File: config.mk
export PLATFORM = sky130hd
export DESIGN_NAME = cartridge_bank_mapper_core
export DESIGN_NICKNAME = d
export VERILOG_FILES = /design/src/rtl/core/cbm_pkg.sv /design/src/rtl/core/cartridge_bank_mapper_core.sv /design/src/rtl/core/cbm_next.sv
export SDC_FILE = /design/constraint.sdc
export NUM_CORES = 1
export LEC_CHECK = 0
export ABC_AREA = 1
export BUFFER_PORTS_ARGS = -buffer_cell sky130_fd_sc_hd__buf_2
export CAP_MARGIN = 15
export CORE_ASPECT_RATIO = 1.75
export CORE_MARGIN = 10
export CORE_UTILIZATION = 50
export CTS_BUF_LIST = sky130_fd_sc_hd__clkbuf_2 sky130_fd_sc_hd__clkbuf_4 sky130_fd_sc_hd__clkbuf_8
export DETAILED_ROUTE_END_ITERATION = 8
export PLACE_DENSITY = 0.73
export SLEW_MARGIN = 20
export SYNTH_ARGS = -nofsm -noshare
export SYNTH_HDL_FRONTEND = slang
export SYNTH_HIERARCHICAL = 1
export SYNTH_SLANG_ARGS = --single-unit
File: constraint.sdc
create_clock -name clk -period 2.85 [get_ports clk]
set_clock_uncertainty 0.1 [all_clocks]
set_input_delay 0.285 -clock clk [delete_from_list [all_inputs] [get_ports clk]]
set_output_delay 0.285 -clock clk [all_outputs]
set_load 0.01 [all_outputs]
File: src/rtl/core/cbm_pkg.sv
// ----------------------------------------------------------------------------
// cbm_pkg
// Types and constants shared by the cartridge bank mapper core.
// ----------------------------------------------------------------------------
`default_nettype none

package cbm_pkg;

	// Largest supported ROM bank count, as log2.
	localparam int unsigned MAX_ROM_LOG2 = 9;
	// Largest supported RAM bank count, as log2.
	localparam int unsigned MAX_RAM_LOG2 = 4;

	// Configuration register indexes.
	localparam logic [1:0] CFG_MAPPER_TYPE = 2'd0;
	localparam logic [1:0] CFG_ROM_LOG2    = 2'd1;
	localparam logic [1:0] CFG_RAM_LOG2    = 2'd2;
	localparam logic [1:0] CFG_RTC_PRESENT = 2'd3;

	typedef enum logic [2:0] {
		MAP_PLAIN     = 3'd0,
		MAP_TYPE1     = 3'd1,
		MAP_TYPE1_MC  = 3'd2,
		MAP_TYPE2     = 3'd3,
		MAP_TYPE3     = 3'd4,
		MAP_HUDSON1   = 3'd5,
		MAP_HUDSON3   = 3'd6,
		MAP_TYPE5     = 3'd7
	} mapper_t;

	typedef struct packed {
		mapper_t    mapper_type;
		logic [3:0] rom_log2;
		logic [2:0] ram_log2;
		logic       rtc_present;
	} cbm_cfg_t;

	typedef struct packed {
		logic [8:0] rom_bank;
		logic [7:0] ram_bank;
		logic       ram_enable;
		logic       bank_mode;
		logic [7:0] hudson_flag;
	} cbm_state_t;

	typedef struct packed {
		logic [8:0] rom_bank_register;
		logic [7:0] hudson_flag_out;
		logic [7:0] clock_latch_byte;
		logic       clock_latch_strobe;
		logic       clock_access_en;
		logic       ram_write_en;
		logic       ram_read_en;
		logic [3:0] ram_bank;
		logic [5:0] lower_rom_bank;
		logic [8:0] upper_rom_bank;
	} cbm_result_t;

endpackage

`default_nettype wire

File: src/rtl/core/cartridge_bank_mapper_core.sv
// ----------------------------------------------------------------------------
// cartridge_bank_mapper_core
// Cartridge memory bank controller: one CPU ROM-window write in, one memory
// map report out.
// ----------------------------------------------------------------------------
// Each item on the slave stream is a CPU write into the 32 KiB ROM window.
// The core updates the bank registers of the mapper type selected through the
// configuration port and returns one result item with the resulting map:
// upper and lower ROM bank, RAM bank, RAM read/write and clock enables, clock
// latch strobe and byte, Hudson flag and the raw ROM bank register. One item
// is taken every clock cycle unless the master side stalls; an accepted write
// loads the input register, and its result is then loaded into the result
// register. The bank registers are
// read and written in the single decode step between those two registers,
// so back-to-back writes see each other's effect. A stalled master side holds
// the result register and, once the input register is also full, drops
// s_tready. Write configuration only while no item is in flight; the state
// is kept across a change of mapper type.
`default_nettype none

module cartridge_bank_mapper_core
	import cbm_pkg::*;
(
	input  wire        clk,
	input  wire        arst_n,
	// configuration
	input  wire        cfg_we,
	input  wire [1:0]  cfg_index,
	input  wire [3:0]  cfg_wdata,
	// write items
	input  wire        s_tvalid,
	output logic       s_tready,
	input  wire [23:0] s_tdata,   // write_address[14:0], write_data[22:15], zero pad
	// result items
	output logic       m_tvalid,
	input  wire        m_tready,
	output logic [47:0] m_tdata   // upper_rom_bank[8:0], lower_rom_bank[14:9],
	                              // ram_bank[18:15], ram_read_en[19],
	                              // ram_write_en[20], clock_access_en[21],
	                              // clock_latch_strobe[22], clock_latch_byte[30:23],
	                              // hudson_flag_out[38:31], rom_bank_register[47:39]
);

	cbm_cfg_t    cfg_q;
	cbm_state_t  state_q;
	cbm_state_t  state_nxt;
	cbm_result_t res;

	logic        valid_s1;
	logic [14:0] addr_s1;
	logic [7:0]  data_s1;
	logic        advance_s1;
	logic        out_valid_q;
	cbm_result_t out_q;

	// Advance the input register whenever the result register is free or drains.
	assign advance_s1 = valid_s1 && (!out_valid_q || m_tready);
	assign s_tready   = !valid_s1 || advance_s1;

	// Configuration registers; unknown indexes cannot occur with a 2-bit index.
	always_ff @(posedge clk or negedge arst_n) begin
		if (!arst_n) begin
			cfg_q.mapper_type <= MAP_PLAIN;
			cfg_q.rom_log2    <= 4'd1;
			cfg_q.ram_log2    <= 3'd0;
			cfg_q.rtc_present <= 1'b0;
		end else if (cfg_we) begin
			case (cfg_index)
				CFG_MAPPER_TYPE: cfg_q.mapper_type <= mapper_t'(cfg_wdata[2:0]);
				CFG_ROM_LOG2:    cfg_q.rom_log2    <= cfg_wdata;
				CFG_RAM_LOG2:    cfg_q.ram_log2    <= cfg_wdata[2:0];
				CFG_RTC_PRESENT: cfg_q.rtc_present <= cfg_wdata[0];
				default:         cfg_q             <= cfg_q;
			endcase
		end
	end

	// Input register: hold the write until decode can pass it on.
	always_ff @(posedge clk or negedge arst_n) begin
		if (!arst_n) begin
			valid_s1 <= 1'b0;
		end else if (s_tready) begin
			valid_s1 <= s_tvalid;
		end
	end

	always_ff @(posedge clk) begin
		if (s_tvalid && s_tready) begin
			addr_s1 <= s_tdata[14:0];
			data_s1 <= s_tdata[22:15];
		end
	end

	cbm_next u_next (
		.cfg           (cfg_q),
		.cur           (state_q),
		.write_address (addr_s1),
		.write_data    (data_s1),
		.nxt           (state_nxt),
		.res           (res)
	);

	// Bank registers commit together with the result they produce.
	always_ff @(posedge clk or negedge arst_n) begin
		if (!arst_n) begin
			state_q.rom_bank    <= 9'd1;
			state_q.ram_bank    <= 8'd0;
			state_q.ram_enable  <= 1'b0;
			state_q.bank_mode   <= 1'b0;
			state_q.hudson_flag <= 8'd0;
		end else if (advance_s1) begin
			state_q <= state_nxt;
		end
	end

	// Result register: load on advance, clear valid once taken.
	always_ff @(posedge clk or negedge arst_n) begin
		if (!arst_n) begin
			out_valid_q <= 1'b0;
		end else if (advance_s1) begin
			out_valid_q <= 1'b1;
		end else if (m_tready) begin
			out_valid_q <= 1'b0;
		end
	end

	always_ff @(posedge clk) begin
		if (advance_s1) begin
			out_q <= res;
		end
	end

	assign m_tvalid = out_valid_q;
	assign m_tdata  = out_q;

`ifndef SYNTHESIS
	a_accept_fills_s1: assert property (@(posedge clk) disable iff (!arst_n)
		s_tvalid && s_tready |=> valid_s1)
		else $error("accepted item not held in input register");

	a_s1_holds: assert property (@(posedge clk) disable iff (!arst_n)
		valid_s1 && !advance_s1 |=> valid_s1 && $stable(addr_s1) && $stable(data_s1))
		else $error("stalled input register changed");

	a_advance_fills_out: assert property (@(posedge clk) disable iff (!arst_n)
		advance_s1 |=> m_tvalid)
		else $error("decoded item lost before result register");

	a_ready_when_empty: assert property (@(posedge clk) disable iff (!arst_n)
		!m_tvalid |-> s_tready)
		else $error("input stalled with empty result register");

	a_latch_byte_zero: assert property (@(posedge clk) disable iff (!arst_n)
		m_tvalid && !out_q.clock_latch_strobe |-> out_q.clock_latch_byte == 8'd0)
		else $error("latch byte set without strobe");
`endif

endmodule

`default_nettype wire

File: src/rtl/core/cbm_next.sv
// ----------------------------------------------------------------------------
// cbm_next
// Bank register update and memory map decode for one CPU write.
// ----------------------------------------------------------------------------
`default_nettype none

module cbm_next
	import cbm_pkg::*;
(
	input  wire cbm_cfg_t    cfg,
	input  wire cbm_state_t  cur,
	input  wire [14:0]       write_address,
	input  wire [7:0]        write_data,
	output cbm_state_t       nxt,
	output cbm_result_t      res
);

	localparam logic [1:0] REG_ENABLE = 2'd0;
	localparam logic [1:0] REG_ROM    = 2'd1;
	localparam logic [1:0] REG_RAM    = 2'd2;
	localparam logic [1:0] REG_MODE   = 2'd3;

	localparam logic [7:0] HFLAG_RW       = 8'h0A;
	localparam logic [7:0] HFLAG_CLK_LO   = 8'h0B;
	localparam logic [7:0] HFLAG_CLK_END  = 8'h0F;
	localparam logic [7:0] HFLAG_RW_ABOVE = 8'h0D;
	localparam logic [7:0] CLK_BANK_LO    = 8'h08;
	localparam logic [7:0] CLK_BANK_HI    = 8'h0C;
	localparam logic [14:0] TYPE5_HI_ADDR = 15'h3000;

	localparam int unsigned ROM_W = MAX_ROM_LOG2 + 1;

	function automatic logic [8:0] zero_adjust9(input logic [8:0] b);
		zero_adjust9 = (b[4:0] == 5'd0) ? (b | 9'd1) : b;
	endfunction

	function automatic logic [8:0] at_least_one(input logic [8:0] b);
		at_least_one = (b == 9'd0) ? 9'd1 : b;
	endfunction

	logic [1:0]       region;
	logic             en_match;
	logic [3:0]       rom_n;
	logic [2:0]       ram_n;
	logic [ROM_W-1:0] rom_mask_w;
	logic [4:0]       ram_mask_w;
	logic [8:0]       rm;
	logic [3:0]       am;
	logic [5:0]       rb;

	assign region   = write_address[14:13];
	assign en_match = (write_data[3:0] == 4'hA);

	// Saturate the bank counts, then build the power-of-two masks.
	assign rom_n      = (cfg.rom_log2 > 4'(MAX_ROM_LOG2)) ? 4'(MAX_ROM_LOG2) : cfg.rom_log2;
	assign ram_n      = (cfg.ram_log2 > 3'(MAX_RAM_LOG2)) ? 3'(MAX_RAM_LOG2) : cfg.ram_log2;
	assign rom_mask_w = (ROM_W'(1) << rom_n) - ROM_W'(1);
	assign ram_mask_w = (5'd1 << ram_n) - 5'd1;
	assign rm         = rom_mask_w[8:0];
	assign am         = ram_mask_w[3:0];

	always_comb begin
		nxt = cur;
		res = '0;
		res.upper_rom_bank = 9'd1;
		rb = 6'd0;

		case (cfg.mapper_type)
			MAP_PLAIN: begin
				if (region == REG_ENABLE) nxt.ram_enable = en_match;
				res.ram_read_en  = nxt.ram_enable;
				res.ram_write_en = nxt.ram_enable;
			end
			MAP_TYPE1: begin
				case (region)
					REG_ENABLE: nxt.ram_enable = en_match;
					REG_ROM: begin
						nxt.rom_bank = cur.bank_mode ? {4'd0, write_data[4:0]}
							: {2'd0, cur.rom_bank[6:5], write_data[4:0]};
					end
					REG_RAM: begin
						if (cur.bank_mode) nxt.ram_bank = {6'd0, write_data[1:0]};
						else nxt.rom_bank = {2'd0, write_data[1:0], cur.rom_bank[4:0]};
					end
					default: nxt.bank_mode = write_data[0];
				endcase
				res.upper_rom_bank = zero_adjust9(nxt.rom_bank) & rm;
				res.ram_bank       = nxt.ram_bank[3:0] & am;
				res.ram_read_en    = nxt.ram_enable;
				res.ram_write_en   = nxt.ram_enable;
			end
			MAP_TYPE1_MC: begin
				case (region)
					REG_ENABLE: nxt.ram_enable = en_match;
					REG_ROM:    nxt.rom_bank = {2'd0, cur.rom_bank[6:5], write_data[4:0]};
					REG_RAM:    nxt.rom_bank = {2'd0, write_data[1:0], cur.rom_bank[4:0]};
					default:    nxt.bank_mode = write_data[0];
				endcase
				rb = {nxt.rom_bank[6:5], nxt.rom_bank[3:0]};
				if (nxt.bank_mode) begin
					// 64-bank multicart remap, not masked
					res.upper_rom_bank = zero_adjust9({3'd0, rb});
					res.lower_rom_bank = {rb[5:4], 4'd0};
				end else begin
					res.upper_rom_bank = zero_adjust9(nxt.rom_bank) & rm;
				end
				res.ram_read_en  = nxt.ram_enable;
				res.ram_write_en = nxt.ram_enable;
			end
			MAP_TYPE2: begin
				if (write_address[14:13] == 2'b00 && !write_address[8]) begin
					nxt.ram_enable = en_match;
				end else if (write_address[14:13] == 2'b01 && write_address[8]) begin
					nxt.rom_bank = {5'd0, write_data[3:0]};
				end
				res.upper_rom_bank = at_least_one({5'd0, nxt.rom_bank[3:0]}) & rm;
				res.ram_read_en    = nxt.ram_enable;
				res.ram_write_en   = nxt.ram_enable;
			end
			MAP_TYPE3: begin
				case (region)
					REG_ENABLE: nxt.ram_enable = en_match;
					REG_ROM:    nxt.rom_bank = {2'd0, write_data[6:0]};
					REG_RAM:    nxt.ram_bank = write_data;
					default: begin
						if (cfg.rtc_present) begin
							res.clock_latch_strobe = 1'b1;
							res.clock_latch_byte   = write_data;
						end
					end
				endcase
				res.upper_rom_bank  = at_least_one(nxt.rom_bank & rm);
				res.ram_bank        = nxt.ram_bank[3:0] & am;
				res.ram_read_en     = nxt.ram_enable;
				res.ram_write_en    = nxt.ram_enable;
				res.clock_access_en = cfg.rtc_present && nxt.ram_enable
					&& nxt.ram_bank >= CLK_BANK_LO && nxt.ram_bank <= CLK_BANK_HI;
			end
			MAP_HUDSON1: begin
				case (region)
					REG_ENABLE: nxt.ram_enable = en_match;
					REG_ROM:    nxt.rom_bank = {3'd0, write_data[5:0]};
					REG_RAM:    nxt.ram_bank = {6'd0, write_data[1:0]};
					default:    nxt.bank_mode = write_data[0];
				endcase
				res.upper_rom_bank = (nxt.bank_mode ? nxt.rom_bank
					: {1'b0, nxt.ram_bank[1:0], nxt.rom_bank[5:0]}) & rm;
				res.ram_bank     = nxt.bank_mode ? (nxt.ram_bank[3:0] & am) : 4'd0;
				res.ram_read_en  = 1'b1;
				res.ram_write_en = nxt.ram_enable;
			end
			MAP_HUDSON3: begin
				case (region)
					REG_ENABLE: nxt.hudson_flag = write_data;
					REG_ROM:    nxt.rom_bank = {1'b0, write_data};
					REG_RAM:    nxt.ram_bank = write_data;
					default:    nxt = nxt;
				endcase
				res.upper_rom_bank  = at_least_one(nxt.rom_bank & rm);
				res.ram_bank        = nxt.ram_bank[3:0] & am;
				res.hudson_flag_out = nxt.hudson_flag;
				res.ram_read_en     = 1'b1;
				if (nxt.hudson_flag >= HFLAG_CLK_LO && nxt.hudson_flag < HFLAG_CLK_END) begin
					res.ram_write_en    = 1'b1;
					res.clock_access_en = 1'b1;
				end else if (nxt.hudson_flag == HFLAG_RW
					|| nxt.hudson_flag > HFLAG_RW_ABOVE) begin
					res.ram_write_en = 1'b1;
				end
			end
			MAP_TYPE5: begin
				case (region)
					REG_ENABLE: nxt.ram_enable = en_match;
					REG_ROM: begin
						if (write_address < TYPE5_HI_ADDR) nxt.rom_bank = {cur.rom_bank[8], write_data};
						else nxt.rom_bank = {write_data[0], cur.rom_bank[7:0]};
					end
					REG_RAM: nxt.ram_bank = {4'd0, write_data[3:0]};
					default: nxt = nxt;
				endcase
				res.upper_rom_bank = nxt.rom_bank & rm;
				res.ram_bank       = nxt.ram_bank[3:0] & am;
				res.ram_read_en    = nxt.ram_enable;
				res.ram_write_en   = nxt.ram_enable;
			end
			default: begin
				res.ram_read_en  = cur.ram_enable;
				res.ram_write_en = cur.ram_enable;
			end
		endcase

		res.rom_bank_register = nxt.rom_bank;
	end

endmodule

`default_nettype wire
# --- Word-level counts from Yosys, hierarchy flattened ---
# Index checks and enable logic that the tools add are counted.
word_totals:
  word_cells: 172
  latch_bits: 0
  n_memories: 0
  ram_bits: 0
  reg_bits: 111
  out_inout_bits: 50
  romBits: 0
classes:
  multipliers: 0
  n_eq_ne: 18
  shift: 2
  add_sub_neg: 2
  reduce_logical: 41
  n_mux: 61
  n_div: 0
  bitwise: 15
  magnitude_cmp: 8
ops:
  columns: ["op", "count"]
  rows:
  - ["$mux W9", 19]
  - ["$pmux W9 S7", 2]
  - ["$mux W8", 12]
  - ["$and A9 B9 Y9", 7]
  - ["$pmux W8 S5", 1]
  - ["$pmux W9 S2", 2]
  - ["$and A4 B4 Y4", 5]
  - ["$pmux W4 S5", 1]
  - ["$logic_not A9 Y1", 2]
  - ["$reduce_and A2 Y1", 9]
  - ["$ge A8 B4 Y1 const B", 2]
  - ["$logic_not A5 Y1", 3]
  - ["$lt A15 B14 Y1 const B", 1]
  - ["$mux W1", 15]
  - ["$eq A3 B3 Y1 const B", 4]
  - ["$mux W4", 3]
  - ["$pmux W2 S5", 1]
  - ["$reduce_or A5 Y1", 2]
  - ["$shl A1 B4 Y9 const A", 1]
  - ["$sub A9 B2 Y9 const B", 1]
  - ["$eq A8 B4 Y1 const B", 1]
  - ["$gt A8 B4 Y1 const B", 1]
  - ["$le A8 B4 Y1 const B", 1]
  - ["$logic_and A1 B1 Y1", 8]
  - ["27 further kinds", 43]

# --- Logic depth before layout (Yosys ltp) ---
logic_depth:
  depth_word: 9
  depth_mapped: 14
  ltp_nobuf: 13

# --- By module ---
# Netlist, hierarchy kept.
by_module_without_submodules:
  columns: ["mod", "area_each_um2", "instances", "cells_each"]
  rows:
  - ["cartridge_bank_mapper_core", 3786.1, 1, 252]
  - ["cbm_next", 2590.0, 1, 527]

# --- Worst setup path before layout ---
# No wires, ideal clock.
synth_timing:
  path_type: "reg2reg"
  startpoint: "register out_valid_q, in the netlist m_tvalid"
  endpoint: "register out_q, in the netlist m_tdata[0] (enable)"
  n_path_buf: 2
  t_required_ns: 2.348
  setup_ns: 0.402
  arrival_time_ns: 1.765
  synth_period_minus_slack_ns: 2.267
  path_stages_with_launch: 6
  slack_ns: 0.583
  cell_sequence: "dfrtp_1 > nand2_2 > nand2_2 > buf_6 > buf_6 > inv_1"
synth_via:
  elab_chain_cells: 3
synth_rtl:
  columns: ["item", "line_no", "source"]
  rows:
  - ["from (decl)", "cartridge_bank_mapper_core.sv:53", "logic out_valid_q;"]
  - ["from (signal assigned)", "cartridge_bank_mapper_core.sv:119", "out_valid_q <= 1'b0;"]
  - ["from (signal assigned)", "cartridge_bank_mapper_core.sv:121", "out_valid_q <= 1'b1;"]
  - ["from (signal assigned)", "cartridge_bank_mapper_core.sv:123", "out_valid_q <= 1'b0;"]
  - ["$logic_not A1 Y1", "cartridge_bank_mapper_core.sv:57", "assign advance_s1 = valid_s1 && (!out_valid_q || m_tready);"]
  - ["$logic_or A1 B1 Y1", "cartridge_bank_mapper_core.sv:57", null]
  - ["$logic_and A1 B1 Y1", "cartridge_bank_mapper_core.sv:57", null]
  - ["via advance_s1", "cartridge_bank_mapper_core.sv:52", "logic advance_s1;"]
  - ["to (signal assigned)", "cartridge_bank_mapper_core.sv:129", "out_q <= res;"]
  - ["to (decl)", "cartridge_bank_mapper_core.sv:54", "cbm_result_t out_q;"]
# The timed path passes the listed nets, and every way through them passes these cells.
# A chain may end at the register's enable or synchronous reset.

==> results.md <==
* Static Leak at 3.345 nW
* Register-to-register setup slack at a little under 400 ps
* Status: finished clean
* CTS Sinks at 100
* Hold Violations, Final at 0
* Horiz. Die Dim at just over 100 um
* Starting Density at about half
* Drt total wl at between 15000 and 20000 um
* Most frequent cells in the layout: 223 x nand2_1, 80 x nand3_1, 78 x inv_1
* DRC viols at 0
* Worst Hold Class: primary input to flop
* WP data arrival at around 2500 ps
* Core Region at 11940 um^2
* WS Path Type: flop to flop
* Post-cts sizing count at 0
* Worst setup slack after layout at just under 400 ps
* Worst Path Required at about 2900 ps
* Post-CTS setup buffers at 0
* Global-route wire length before repair at 30480 um
* Placed cell area at ~6600 um^2
* Critical Path Start Type: flop
* Multi-input logic area at 2630 um^2
* Clock H-tree levels at 3
* Clock period minus worst slack at approximately 2500 ps
* Num rows at 53
* Most used cell, CP: nand3_1
* Number of global-route vias before repair at approximately 5600
* Router iterations before antenna repair at 5
* Hpwl dp at 15040 um
* Hold Worst Slack at roughly 9 ps
* Cell area after layout at between 6000 and 7000 um^2
* Via density at between 5 and 6
* Placed cells at 977
* Max-slew violations at 0
* Largest net degree at the start of global routing at approximately 50
* Port-buffer cells at slightly above 70
* Worst path cell trace: inv_1 -> buf_4 -> ha_1 -> buf_4 -> nand3_1 -> nand2_1 -> nor2_1 -> nand3_1 -> nand2_1 -> nand2_1 -> nand3_1 -> nor2_1 -> nand3_1
* I/O Pins at 85
* Reg2Reg Depth at 13
* Worst-Margin Slew at around 700 ps
* Hold-fix buffers, CTS at 12
* Crit. End Element: flop
* Peak VDD IR at 0.3622 mV
* RSZ-0062 raised after global routing: no
* Worst slew margin at between 50% and 60%
* Initial DRC Count at about 460
* Crit path from: addr_s1[14]$_DFFE_PP_
* Non-Filler Instances at ~1000
* FILL cells at about 1100
* GRT overflow at 0
* CP Depth at 13
* Max cap viols at 0
* Final period utilization at between 80 and 90%
* Pwr per Cell Area at 742.7 nW/um^2
* CP top delay family: simple AND/OR/NAND/NOR gates
* Synth Warn # at 6
* DRT antenna net count at 0
* Root Buffer: clkbuf_8
* R2r startpoint: addr_s1[14]$_DFFE_PP_
* Final net count at about 900
* Gr usage total at 23.66%
* Most common cell after layout, fill and taps aside: nand2_1
* Initial antenna violation count at 0
* Largest stage delay, worst path at ~490 ps
* Clock latency on the worst-skew pair at 380 ps
* CTS tree: done
* Area growth from synthesis to layout at 14.74%
* Endpoints failing setup at 0
* Worst path slowest cell: ha_1
* Buf+Inv Stages, Crit Path at 3
* Setup TNS at 0 ps
* Gp weighted congestion at between 0.9 and 1
* FMAX at ~0.41 GHz
* Cells after synthesis at about 770
* Synthesized cell area at a little over 6000 um^2
* Die height at 165.5 um
* Post-layout util at roughly 58%
* CTS buffer count at 9
* Reg2reg end: m_tdata[0]$_DFFE_PP_
* Power Total at around 5.2 mW
* Die area at approximately 17000 um^2
* Clk pin slew, worst setup/hold paths at roughly 120 ps
* N_diodes at 0
* Layout cell share with drive strength beyond 1 at 17.15%
* Average wire per standard cell at 19.51 um
* Max FO, Critical Path at 9
* Clock buffer depth at 2
* DR vias at roughly 5800
* Syn avg cell area at 7.872 um^2
* Pre-CTS WS at between 400 and 500 ps
* Reg area at approximately 2800 um^2
* CP endpoint: m_tdata[0]$_DFFE_PP_
## state kept, by name (all words and copies together), names as in the netlist
signal,cells
state_q,27
cfg_q,11
addr_s1,4
m_tdata,48
m_tvalid,1
valid_s1,1
data_s1,8
## report_power, final
part,internal (mW),switching (mW),leakage (nW)
combinational,0.681,1.33,2.13
clock,0.434,0.540,0.107
sequential,1.90,0.264,1.11
## layout make-up
| cell class | count | share of cell area (%) |
|---|---|---|
| sequential | 100 | 40.44 |
| multi-input combinational | 543 | 37.91 |
| timing repair buffer | 119 | 11.15 |
| inverter | 91 | 5.032 |
| tap | 137 | 2.471 |
| clock buffer | 10 | 1.894 |
| clock inverter | 6 | 1.100 |
## layer usage
| layer | vias to the layer above | share of wire, % | track usage (%) |
|---|---|---|---|
| met5 | - | 0 | 0 |
| met4 | 0 | 4.3 | 11.56 |
| met3 | 54 | 5.8 | 3.790 |
| met2 | 227 | 50 | 40.96 |
| met1 | 2730 | 39 | 27.41 |
| li1 | 2781 | - | - |
## worst min path at each step
stage / from / slack (ps) / end / cells after the start
global route: s_tvalid / 7 / valid_s1$_DFFE_PN0P_ / 3
finish: s_tvalid / 9 / valid_s1$_DFFE_PN0P_ / 3
global placement: state_q[14]$_DFFE_PN0P_ / 360 / state_q[14]$_DFFE_PN0P_ / 2
floorplan: arst_n / -110 / cfg_q[0]$_DFFE_PN0P_ / 0
detailed placement: state_q[14]$_DFFE_PN0P_ / 360 / state_q[14]$_DFFE_PN0P_ / 2
CTS: s_tvalid / 5 / valid_s1$_DFFE_PN0P_ / 3
## worst reg2reg max path: cells and delay by family, from the launching register on
family	cells	cell delay [ps]
adders and majority gates	1	500
buffers and inverters	3	420
and+or+nand+nor	9	790
DFF	1	410
No activity file was read; power rests on OpenSTA's default activity.
